**src/sv/cosim_pkg.sv**
```systemverilog
// shared types and constants for the cosine similarity accumulator
package cosim_pkg;

    localparam int ELEM_WIDTH  = 16;
    localparam int SIM_WIDTH   = 16;
    localparam int DEF_MAX_LEN = 4096;

    // shared multiplier operand width: signed elements and unsigned 32-bit roots
    localparam int MUL_WIDTH   = 33;
    // normalized sums of squares and the divider remainder
    localparam int NORM_WIDTH  = 64;
    localparam int REM_WIDTH   = 66;
    localparam int ROOT_WIDTH  = 32;
    localparam int QUO_WIDTH   = 19;
    localparam int STEP_WIDTH  = 5;

    localparam int ROOT_STEPS  = 32;
    localparam int DIV_STEPS   = 19;

    localparam logic signed [SIM_WIDTH-1:0] SIM_POS_ONE = 16'sh7FFF;
    localparam logic signed [SIM_WIDTH-1:0] SIM_NEG_ONE = 16'sh8000;
    localparam logic signed [SIM_WIDTH-1:0] SIM_ZERO    = 16'sh0000;

    typedef struct packed {
        logic signed [ELEM_WIDTH-1:0] elem_a;
        logic signed [ELEM_WIDTH-1:0] elem_b;
        logic                         last;
    } in_t;

    typedef struct packed {
        logic signed [SIM_WIDTH-1:0] similarity;
        logic                        overlong;
    } out_t;

    typedef enum logic [3:0] {
        ST_IDLE,
        ST_SQ_A,
        ST_SQ_B,
        ST_DOT,
        ST_ADD,
        ST_CHECK,
        ST_NORM,
        ST_ROOT,
        ST_DEN,
        ST_DIV,
        ST_FIN,
        ST_OUT
    } state_t;

endpackage

```
**src/sv/cosine_similarity_accumulator_core.sv**
```systemverilog
// cosine similarity of two streamed vectors, one shared multiplier and subtractor
//
//  channel | ports                     | payload  | direction
//  --------+---------------------------+----------+----------
//  input   | s_valid s_ready s_data    | in_t     | in
//  result  | m_valid m_ready m_data    | out_t    | out
//
// a pair is accepted while idle, then steps through SQ_A, SQ_B, DOT and ADD: the
//   shared multiplier forms a*a, b*b, a*b and the accumulator adders add them
// the pair marked last adds the closing phase: a check state, per norm the
//   normalizing shifts and the root steps on the shared subtractor, then the
//   denominator multiply, the divide steps and a rounding state
// an all-zero norm skips the closing math and gives its result after the check
// reset clears the sequencer, accumulators, pair count and overlong flag
// s_ready is high only while idle; the result is held in a register until taken
module cosine_similarity_accumulator_core #(
    parameter int MAX_LEN = cosim_pkg::DEF_MAX_LEN
) (
    input  logic             aclk,
    input  logic             aresetn,
    input  logic             s_valid,
    output logic             s_ready,
    input  cosim_pkg::in_t   s_data,
    output logic             m_valid,
    input  logic             m_ready,
    output cosim_pkg::out_t  m_data
);

    localparam int CNT_W = $clog2(MAX_LEN + 1);
    localparam int ACC_W = 2 * cosim_pkg::ELEM_WIDTH + $clog2(MAX_LEN) + 1;
    localparam int EW    = cosim_pkg::ELEM_WIDTH;
    localparam int MW    = cosim_pkg::MUL_WIDTH;
    localparam int NW    = cosim_pkg::NORM_WIDTH;
    localparam int RW    = cosim_pkg::REM_WIDTH;
    localparam int QW    = cosim_pkg::QUO_WIDTH;
    localparam int SW    = cosim_pkg::STEP_WIDTH;
    localparam int TW    = cosim_pkg::ROOT_WIDTH;

    cosim_pkg::state_t state_reg, state_next;

    logic signed [EW-1:0]    a_reg, b_reg;
    logic                    last_reg;
    logic signed [ACC_W-1:0] dot_acc_reg;
    logic [ACC_W-1:0]        sqa_acc_reg, sqb_acc_reg;
    logic [CNT_W-1:0]        count_reg;
    logic                    over_reg;
    logic [NW-1:0]           prod_reg;
    logic [NW-1:0]           norm_reg;
    logic [NW-1:0]           res_reg;
    logic [RW-1:0]           rem_reg;
    logic [QW-1:0]           quo_reg;
    logic [SW-1:0]           step_reg;
    logic                    second_reg;
    logic [TW-1:0]           root_a_reg;
    logic                    neg_reg;
    cosim_pkg::out_t         out_reg;

    logic                    accept;
    logic                    full;
    logic                    step_done;
    logic                    norm_low;

    // shared multiplier
    logic signed [MW-1:0]    mul_a, mul_b;
    logic signed [2*MW-1:0]  mul_p;

    // shared subtractor
    logic [RW-1:0]           sub_a, sub_b;
    logic [RW:0]             sub_d;
    logic                    sub_ge;

    logic [NW-1:0]           root_bit;
    logic [NW-1:0]           res_step;
    logic [ACC_W-1:0]        dot_mag;
    logic [QW-2:0]           rnd_sum;
    logic [QW-3:0]           rnd;
    logic                    rnd_sat;
    logic signed [cosim_pkg::SIM_WIDTH-1:0] sim_val;

    assign accept    = s_valid && s_ready;
    assign full      = (count_reg == CNT_W'(MAX_LEN));
    assign step_done = (step_reg == '0);
    assign norm_low  = (norm_reg[NW-1:NW-4] == 4'd0);
    assign dot_mag   = dot_acc_reg[ACC_W-1] ? ACC_W'(-dot_acc_reg) : ACC_W'(dot_acc_reg);
    assign root_bit  = NW'(1) << {step_reg, 1'b0};
    assign mul_p     = mul_a * mul_b;
    assign sub_d     = {1'b0, sub_a} - {1'b0, sub_b};
    assign sub_ge    = !sub_d[RW];
    assign res_step  = (res_reg >> 1) | (sub_ge ? root_bit : '0);

    // round half up to 15 fraction bits; an integer part of two or more saturates
    assign rnd_sum   = {1'b0, quo_reg[QW-3:0]} + (QW-1)'(1);
    assign rnd       = rnd_sum[QW-2:1];
    assign rnd_sat   = (quo_reg[QW-1:QW-2] != 2'd0);

    always_comb begin
        if (neg_reg) begin
            if (rnd_sat || rnd > (QW-2)'(32768)) begin
                sim_val = cosim_pkg::SIM_NEG_ONE;
            end else begin
                sim_val = cosim_pkg::SIM_WIDTH'(-rnd);
            end
        end else begin
            if (rnd_sat || rnd > (QW-2)'(32767)) begin
                sim_val = cosim_pkg::SIM_POS_ONE;
            end else begin
                sim_val = cosim_pkg::SIM_WIDTH'(rnd);
            end
        end
    end

    // next state
    always_comb begin
        state_next = state_reg;
        case (state_reg)
            cosim_pkg::ST_IDLE: begin
                if (accept) begin
                    if (!full) begin
                        state_next = cosim_pkg::ST_SQ_A;
                    end else if (s_data.last) begin
                        state_next = cosim_pkg::ST_CHECK;
                    end
                end
            end
            cosim_pkg::ST_SQ_A: state_next = cosim_pkg::ST_SQ_B;
            cosim_pkg::ST_SQ_B: state_next = cosim_pkg::ST_DOT;
            cosim_pkg::ST_DOT:  state_next = cosim_pkg::ST_ADD;
            cosim_pkg::ST_ADD: begin
                state_next = last_reg ? cosim_pkg::ST_CHECK : cosim_pkg::ST_IDLE;
            end
            cosim_pkg::ST_CHECK: begin
                if (sqa_acc_reg == '0 || sqb_acc_reg == '0) begin
                    state_next = cosim_pkg::ST_OUT;
                end else begin
                    state_next = cosim_pkg::ST_NORM;
                end
            end
            cosim_pkg::ST_NORM: begin
                if (!norm_low) begin
                    state_next = cosim_pkg::ST_ROOT;
                end
            end
            cosim_pkg::ST_ROOT: begin
                if (step_done) begin
                    state_next = second_reg ? cosim_pkg::ST_DEN : cosim_pkg::ST_NORM;
                end
            end
            cosim_pkg::ST_DEN: state_next = cosim_pkg::ST_DIV;
            cosim_pkg::ST_DIV: begin
                if (step_done) begin
                    state_next = cosim_pkg::ST_FIN;
                end
            end
            cosim_pkg::ST_FIN: state_next = cosim_pkg::ST_OUT;
            cosim_pkg::ST_OUT: begin
                if (m_ready) begin
                    state_next = cosim_pkg::ST_IDLE;
                end
            end
            default: state_next = cosim_pkg::ST_IDLE;
        endcase
    end

    // outputs and shared unit operand selection
    always_comb begin
        s_ready = 1'b0;
        m_valid = 1'b0;
        mul_a   = '0;
        mul_b   = '0;
        sub_a   = rem_reg;
        sub_b   = {prod_reg, 2'b00};
        case (state_reg)
            cosim_pkg::ST_IDLE: s_ready = 1'b1;
            cosim_pkg::ST_SQ_A: begin
                mul_a = MW'(a_reg);
                mul_b = MW'(a_reg);
            end
            cosim_pkg::ST_SQ_B: begin
                mul_a = MW'(b_reg);
                mul_b = MW'(b_reg);
            end
            cosim_pkg::ST_DOT: begin
                mul_a = MW'(a_reg);
                mul_b = MW'(b_reg);
            end
            cosim_pkg::ST_ROOT: begin
                sub_a = RW'(norm_reg);
                sub_b = RW'(res_reg | root_bit);
            end
            cosim_pkg::ST_DEN: begin
                mul_a = signed'({1'b0, root_a_reg});
                mul_b = signed'({1'b0, res_reg[TW-1:0]});
            end
            cosim_pkg::ST_OUT: m_valid = 1'b1;
            default: begin
                s_ready = 1'b0;
            end
        endcase
    end

    always_ff @(posedge aclk) begin
        if (!aresetn) begin
            state_reg <= cosim_pkg::ST_IDLE;
        end else begin
            state_reg <= state_next;
        end
    end

    // accumulators and pair count
    always_ff @(posedge aclk) begin
        if (!aresetn) begin
            dot_acc_reg <= '0;
            sqa_acc_reg <= '0;
            sqb_acc_reg <= '0;
            count_reg   <= '0;
            over_reg    <= 1'b0;
        end else begin
            case (state_reg)
                cosim_pkg::ST_IDLE: begin
                    if (accept) begin
                        if (full) begin
                            over_reg <= 1'b1;
                        end else begin
                            count_reg <= count_reg + CNT_W'(1);
                        end
                    end
                end
                cosim_pkg::ST_SQ_B: sqa_acc_reg <= sqa_acc_reg + prod_reg[ACC_W-1:0];
                cosim_pkg::ST_DOT:  sqb_acc_reg <= sqb_acc_reg + prod_reg[ACC_W-1:0];
                cosim_pkg::ST_ADD:  dot_acc_reg <= dot_acc_reg + signed'(prod_reg[ACC_W-1:0]);
                cosim_pkg::ST_OUT: begin
                    if (m_ready) begin
                        dot_acc_reg <= '0;
                        sqa_acc_reg <= '0;
                        sqb_acc_reg <= '0;
                        count_reg   <= '0;
                        over_reg    <= 1'b0;
                    end
                end
                default: begin
                    over_reg <= over_reg;
                end
            endcase
        end
    end

    // input and product registers, closing datapath: normalize, roots, denominator, long division, rounding
    always_ff @(posedge aclk) begin
        case (state_reg)
            cosim_pkg::ST_IDLE: begin
                if (accept) begin
                    a_reg    <= s_data.elem_a;
                    b_reg    <= s_data.elem_b;
                    last_reg <= s_data.last;
                end
            end
            cosim_pkg::ST_SQ_A, cosim_pkg::ST_SQ_B, cosim_pkg::ST_DOT: begin
                prod_reg <= mul_p[NW-1:0];
            end
            cosim_pkg::ST_CHECK: begin
                out_reg.overlong <= over_reg;
                neg_reg          <= dot_acc_reg[ACC_W-1];
                rem_reg          <= RW'(dot_mag);
                norm_reg         <= NW'(sqa_acc_reg);
                second_reg       <= 1'b0;
                if (sqa_acc_reg == '0 && sqb_acc_reg == '0) begin
                    out_reg.similarity <= cosim_pkg::SIM_POS_ONE;
                end else begin
                    out_reg.similarity <= cosim_pkg::SIM_ZERO;
                end
            end
            cosim_pkg::ST_NORM: begin
                // each scaling of a norm by 4 doubles the numerator
                if (norm_low) begin
                    norm_reg <= norm_reg << 2;
                    rem_reg  <= rem_reg << 1;
                end else begin
                    res_reg  <= '0;
                    step_reg <= SW'(cosim_pkg::ROOT_STEPS - 1);
                end
            end
            cosim_pkg::ST_ROOT: begin
                res_reg  <= res_step;
                step_reg <= step_reg - SW'(1);
                if (step_done && !second_reg) begin
                    root_a_reg <= res_step[TW-1:0];
                    norm_reg   <= NW'(sqb_acc_reg);
                    second_reg <= 1'b1;
                end else if (sub_ge) begin
                    norm_reg <= sub_d[NW-1:0];
                end
            end
            cosim_pkg::ST_DEN: begin
                prod_reg <= mul_p[NW-1:0];
                quo_reg  <= '0;
                step_reg <= SW'(cosim_pkg::DIV_STEPS - 1);
            end
            cosim_pkg::ST_DIV: begin
                rem_reg  <= sub_ge ? {sub_d[RW-2:0], 1'b0} : {rem_reg[RW-2:0], 1'b0};
                quo_reg  <= {quo_reg[QW-2:0], sub_ge};
                step_reg <= step_reg - SW'(1);
            end
            cosim_pkg::ST_FIN: out_reg.similarity <= sim_val;
            default: begin
                step_reg <= step_reg;
            end
        endcase
    end

    assign m_data = out_reg;

    // the input and result sides are never open at the same time
    assert property (@(posedge aclk) disable iff (!aresetn)
        !(s_ready && m_valid))
        else $error("input accepted while a result is pending");

    // pair count saturates at the maximum length
    assert property (@(posedge aclk) disable iff (!aresetn)
        count_reg <= CNT_W'(MAX_LEN))
        else $error("pair count beyond maximum length");

    // dropped pairs only once the vector is full
    assert property (@(posedge aclk) disable iff (!aresetn)
        over_reg |-> full)
        else $error("overlong flag set before the vector filled");

    // normalized roots keep the divisor at or above 2^60
    assert property (@(posedge aclk) disable iff (!aresetn)
        (state_reg == cosim_pkg::ST_DIV) |-> (prod_reg[NW-1:NW-4] != 4'd0))
        else $error("divisor not normalized");

    // a delivered result leaves the block cleared for the next vector
    assert property (@(posedge aclk) disable iff (!aresetn)
        (m_valid && m_ready) |=> (count_reg == '0 && !over_reg && sqa_acc_reg == '0))
        else $error("accumulators not cleared after result transaction");

endmodule
```
**config.mk**
```make
export PLATFORM = sky130hd
export DESIGN_NAME = cosine_similarity_accumulator_core
export DESIGN_NICKNAME = d
export VERILOG_FILES = /design/src/sv/cosim_pkg.sv /design/src/sv/cosine_similarity_accumulator_core.sv
export SDC_FILE = /design/constraint.sdc
export NUM_CORES = 2
export LEC_CHECK = 0
export BUFFER_PORTS_ARGS = -buffer_cell sky130_fd_sc_hd__clkbuf_2
export CORE_UTILIZATION = 65
export DETAILED_ROUTE_END_ITERATION = 10
export GPL_TIMING_DRIVEN = 0
export MAX_ROUTING_LAYER = met4
export PLACE_DENSITY_LB_ADDON = 0.08
export REMOVE_ABC_BUFFERS = 1
export SYNTH_ARGS = -nofsm -noshare
export SYNTH_HDL_FRONTEND = slang
export SYNTH_SLANG_ARGS = --single-unit
```
**constraint.sdc**
```tcl
create_clock -name aclk -period 13.2 [get_ports aclk]
set_clock_uncertainty 0.05 [all_clocks]
set_input_delay 0 -clock aclk [delete_from_list [all_inputs] [get_ports aclk]]
set_output_delay 0 -clock aclk [all_outputs]
set_load 0.05 [all_outputs]
```
==> summary by stage <==
Setup path
At the worst endpoint, the required time is 13510 ps. The category of the worst setup path capture point is a flip-flop. Counting both buffers and inverters, the worst setup path holds a total of 10.

Among the stages of the critical path, the cell type that occurs most often is sky130_fd_sc_hd__fa_1. The largest single stage delay on the critical path is 890 ps. The worst reg2reg path depth is 34.

In this run the critical register-to-register path is launched from state_reg[1]. The critical path in this run is classified as reg2reg. The startpoint kind of the worst setup timing path is a flip-flop. On the critical path, the stage with the largest delay is an instance of sky130_fd_sc_hd__dfxtp_1. The register-to-register path setup slack is 580 ps. The maximum fanout along the worst path is 31. Data on the critical path arrives at its endpoint at 12930 ps. The capturing point of the worst reg2reg path is prod_reg[56]. The family of cells with the greatest summed delay on the critical path is adder cells.

Worst hold path
The endpoint of the worst hold-timing path is a_reg[0]. The launch instance of the worst min-delay path is s_data[17]. The worst hold path was traced through 2 stages. The path class of the tightest hold or removal check is in2reg.

STA
The final-layout worst hold slack is 24.91 ps. The count of final hold-check violations came to 0. Setup repair after global routing left no endpoint under its margin. The number of max-slew violations in the final report is 90. Dividing the final minimum period by the clock period gives 95.61%.

The worst slew slack as a fraction of its limit is -2.912%. The worst path in the final design needs a cycle of 12620 ps, including I/O delays and setup. The pin slew with the least headroom to its limit is approximately 1500 ps. Setup violations remaining at the end of the flow were counted as 0. Static timing analysis puts the maximum clock frequency at 79.24 MHz.

Floorplan
The standard-cell row count is 121. Once the floorplan was initialized, standard cells occupied 65.68% of the core. The floorplan step set the die height to about 330 µm. The I/O pin count is 56. The die is 334.1 µm wide. The core outline area is 0.1092 mm². The die covers 0.1116 mm².

Clocking
Clock-pin slew was measured on the worst setup and hold paths at 70 ps. The number of buffers on the longest clock path is 3. The master cell of the clock root buffer is sky130_fd_sc_hd__clkbuf_16. The number of sinks handled by clock tree synthesis is about 520. TritonCTS built the clock tree. Post-CTS timing repair inserted 0 buffers for setup. The number of buffers created by CTS is 56. The number of H-tree branching levels is 2. The clock latency of the later-clocked register in the worst-skew pair is between 600 and 700 ps.

Drt
The number of design-rule violations left by the first detailed-router iteration is about 6600. The detail route stage leaves a number of antenna-violating nets equal to 0. After detailed routing, the average wire length per cell comes to 25.18 µm.

The first detailed-routing pass ran for 8 iterations. In the routed design, unresolved DRC markers number 0. The routed layout has 59920 vias.

The vias per cell is 6.359. Wires add up to 237300 µm.

Synth
The share of Yosys cell area claimed by the top area cell type is between 30% and 40%. The number of synthesis warnings is 0. For this run, asynchronously set or reset flops after synthesis account for 0%.

After synthesis the cells add up to approximately 0.07 mm². After synthesis, the most frequently instantiated cells are 1225 x sky130_fd_sc_hd__inv_1, 1170 x sky130_fd_sc_hd__nand2_1, 1129 x sky130_fd_sc_hd__fa_1, 807 x sky130_fd_sc_hd__nor2_1, 421 x sky130_fd_sc_hd__ha_1. The number of flip-flops and latches in the synthesized netlist is 518. In the synthesized netlist, the number of instances is 8051. Sorting the synthesized cells by area gives the leading types as sky130_fd_sc_hd__fa_1 32%, sky130_fd_sc_hd__edfxtp_1 15%, sky130_fd_sc_hd__ha_1 7.3%.

The count of cell types in the netlist is approximately 100. After synthesis, flip-flops and latches occupy 19.56% of the total area. The number of flops mapped to enable cells by yosys is 365.

The average instance area after synthesis is 8.905 µm². The primary flip-flop cell chosen by synthesis mapping is sky130_fd_sc_hd__edfxtp_1. The most common cell in the synthesized netlist is sky130_fd_sc_hd__inv_1. The biggest area contributor in the post-synthesis netlist is sky130_fd_sc_hd__fa_1.

Place
Port buffering added 55 buffers. The placed wire-length estimate after detailed placement is between 150000 and 200000 µm. Routability-driven placement finished with a final weighted congestion of roughly 1.0.

Final layout
The final core utilization is 69.92%. The share of final-layout standard cells stronger than drive strength 1 is about 4.5%. From synthesis to final layout, the design area changed by 6.456%. After filler insertion, the fill cell instance count of the layout stands at about 8500. The number of flip-flops in the largest register is 66. The final layout contains ~9500 nets.

GRT
Across every metal layer, demand over resource in global routing totals 44.21%. Entering global routing, the biggest net connects 74 pins. The global-route wire length before repair is around 360000 µm. The initial antenna violation count came to 1. The number of global-route vias before repair is 60590. The total overflow reported by the global router is 0.

Outcome
The flow ran to the end, but the final reports show violations. The checks that failed: max-capacitance violations, max-slew violations.

Flow run
Across the run, the number of max-cap violations was 5.
## metrics by stage
step	setup TNS (ps)	area (µm²)	setup slack, ps	std cells
after detailed placement	0	73960	1005	9284
final	0	76320	580.0	9424
after floorplan	-166960	70210	-2322	7662
after global placement	-2114240	72330	-11590	9193
after global routing	0	76320	377.0	9424
after CTS	0	76310	912.4	9423
## cells by family (layout without fill, tap and decap cells)
logic type / Yosys count / in the layout / share of synthesized area [%]
compound gates: 1384 / 1384 / 12.76
other cells: 0 / 1 / 0
fa+ha+maj: 1550 / 1550 / 38.87
flops: 518 / 518 / 19.56
buf+inv: 1617 / 1513 / 8.503
mux: 23 / 23 / 0.3264
xor+xnor: 327 / 327 / 3.995
simple gates: 2632 / 2632 / 15.98
## layout by cell type, fill, tap and decap left out, types with 62 or more instances in the layout
master / netlist / layout
sky130_fd_sc_hd__inv_1: 1225 / 1223
sky130_fd_sc_hd__nand2_1: 1170 / 1157
sky130_fd_sc_hd__fa_1: 1129 / 1129
sky130_fd_sc_hd__nor2_1: 807 / 801
sky130_fd_sc_hd__ha_1: 421 / 421
sky130_fd_sc_hd__a21oi_1: 398 / 369
sky130_fd_sc_hd__edfxtp_1: 365 / 365
sky130_fd_sc_hd__o21ai_0: 216 / 215
sky130_fd_sc_hd__xnor2_1: 188 / 188
sky130_fd_sc_hd__dfxtp_1: 153 / 152
sky130_fd_sc_hd__a21o_1: 148 / 148
sky130_fd_sc_hd__xor2_1: 139 / 139
sky130_fd_sc_hd__nand3_1: 123 / 122
sky130_fd_sc_hd__and2_1: 119 / 115
sky130_fd_sc_hd__a22oi_1: 82 / 82
sky130_fd_sc_hd__nand4_1: 62 / 62
## final cells by class
| cell class | instances | area (µm²) | area share, % |
|---|---|---|---|
| diodes | 1 | 2.502 | 0.003279 |
| clock buffers | 72 | 1579 | 2.069 |
| clock inverters | 32 | 411.6 | 0.5394 |
| inverters | 1228 | 4617 | 6.049 |
| multi-input cells | 5916 | 51950 | 68.07 |
| flip-flops and latches | 518 | 14020 | 18.38 |
| well taps | 1476 | 1847 | 2.420 |
| repair buffers | 181 | 1889 | 2.475 |
## per-layer routing
metal | GRT usage (%) | share of wire (%) | vias up
met3 | 11.30 | 12 | 886
li1 | - | - | 25910
met4 | 22.59 | 6.7 | 0
met2 | 66.54 | 44 | 3800
met5 | - | 0 | -
met1 | 55.41 | 37 | 29330
## worst max path at each step
| stage | from | endpoint | slack [ps] | cells after the start |
|---|---|---|---|---|
| after global routing | state_reg[3] | prod_reg[58] | 380 | 33 |
| after floorplan | state_reg[3] | prod_reg[56] | -2320 | 28 |
| after CTS | state_reg[3] | prod_reg[62] | 910 | 32 |
| after global placement | state_reg[3] | prod_reg[56] | -11590 | 24 |
| final | state_reg[1] | prod_reg[56] | 580 | 34 |
| after detailed placement | state_reg[3] | prod_reg[62] | 1000 | 32 |
## repair_timing
| action | CTS | global route |
|---|---|---|
| resized for setup | 0 | 0 |
| hold endpoints to repair | 41 | 0 |
| setup endpoints to repair | 0 | 0 |
| hold buffers | 35 | 0 |
Power is left out: the tool's default activity adds up to more than one toggle a clock period on the data nets, which glitch-free logic cannot reach.
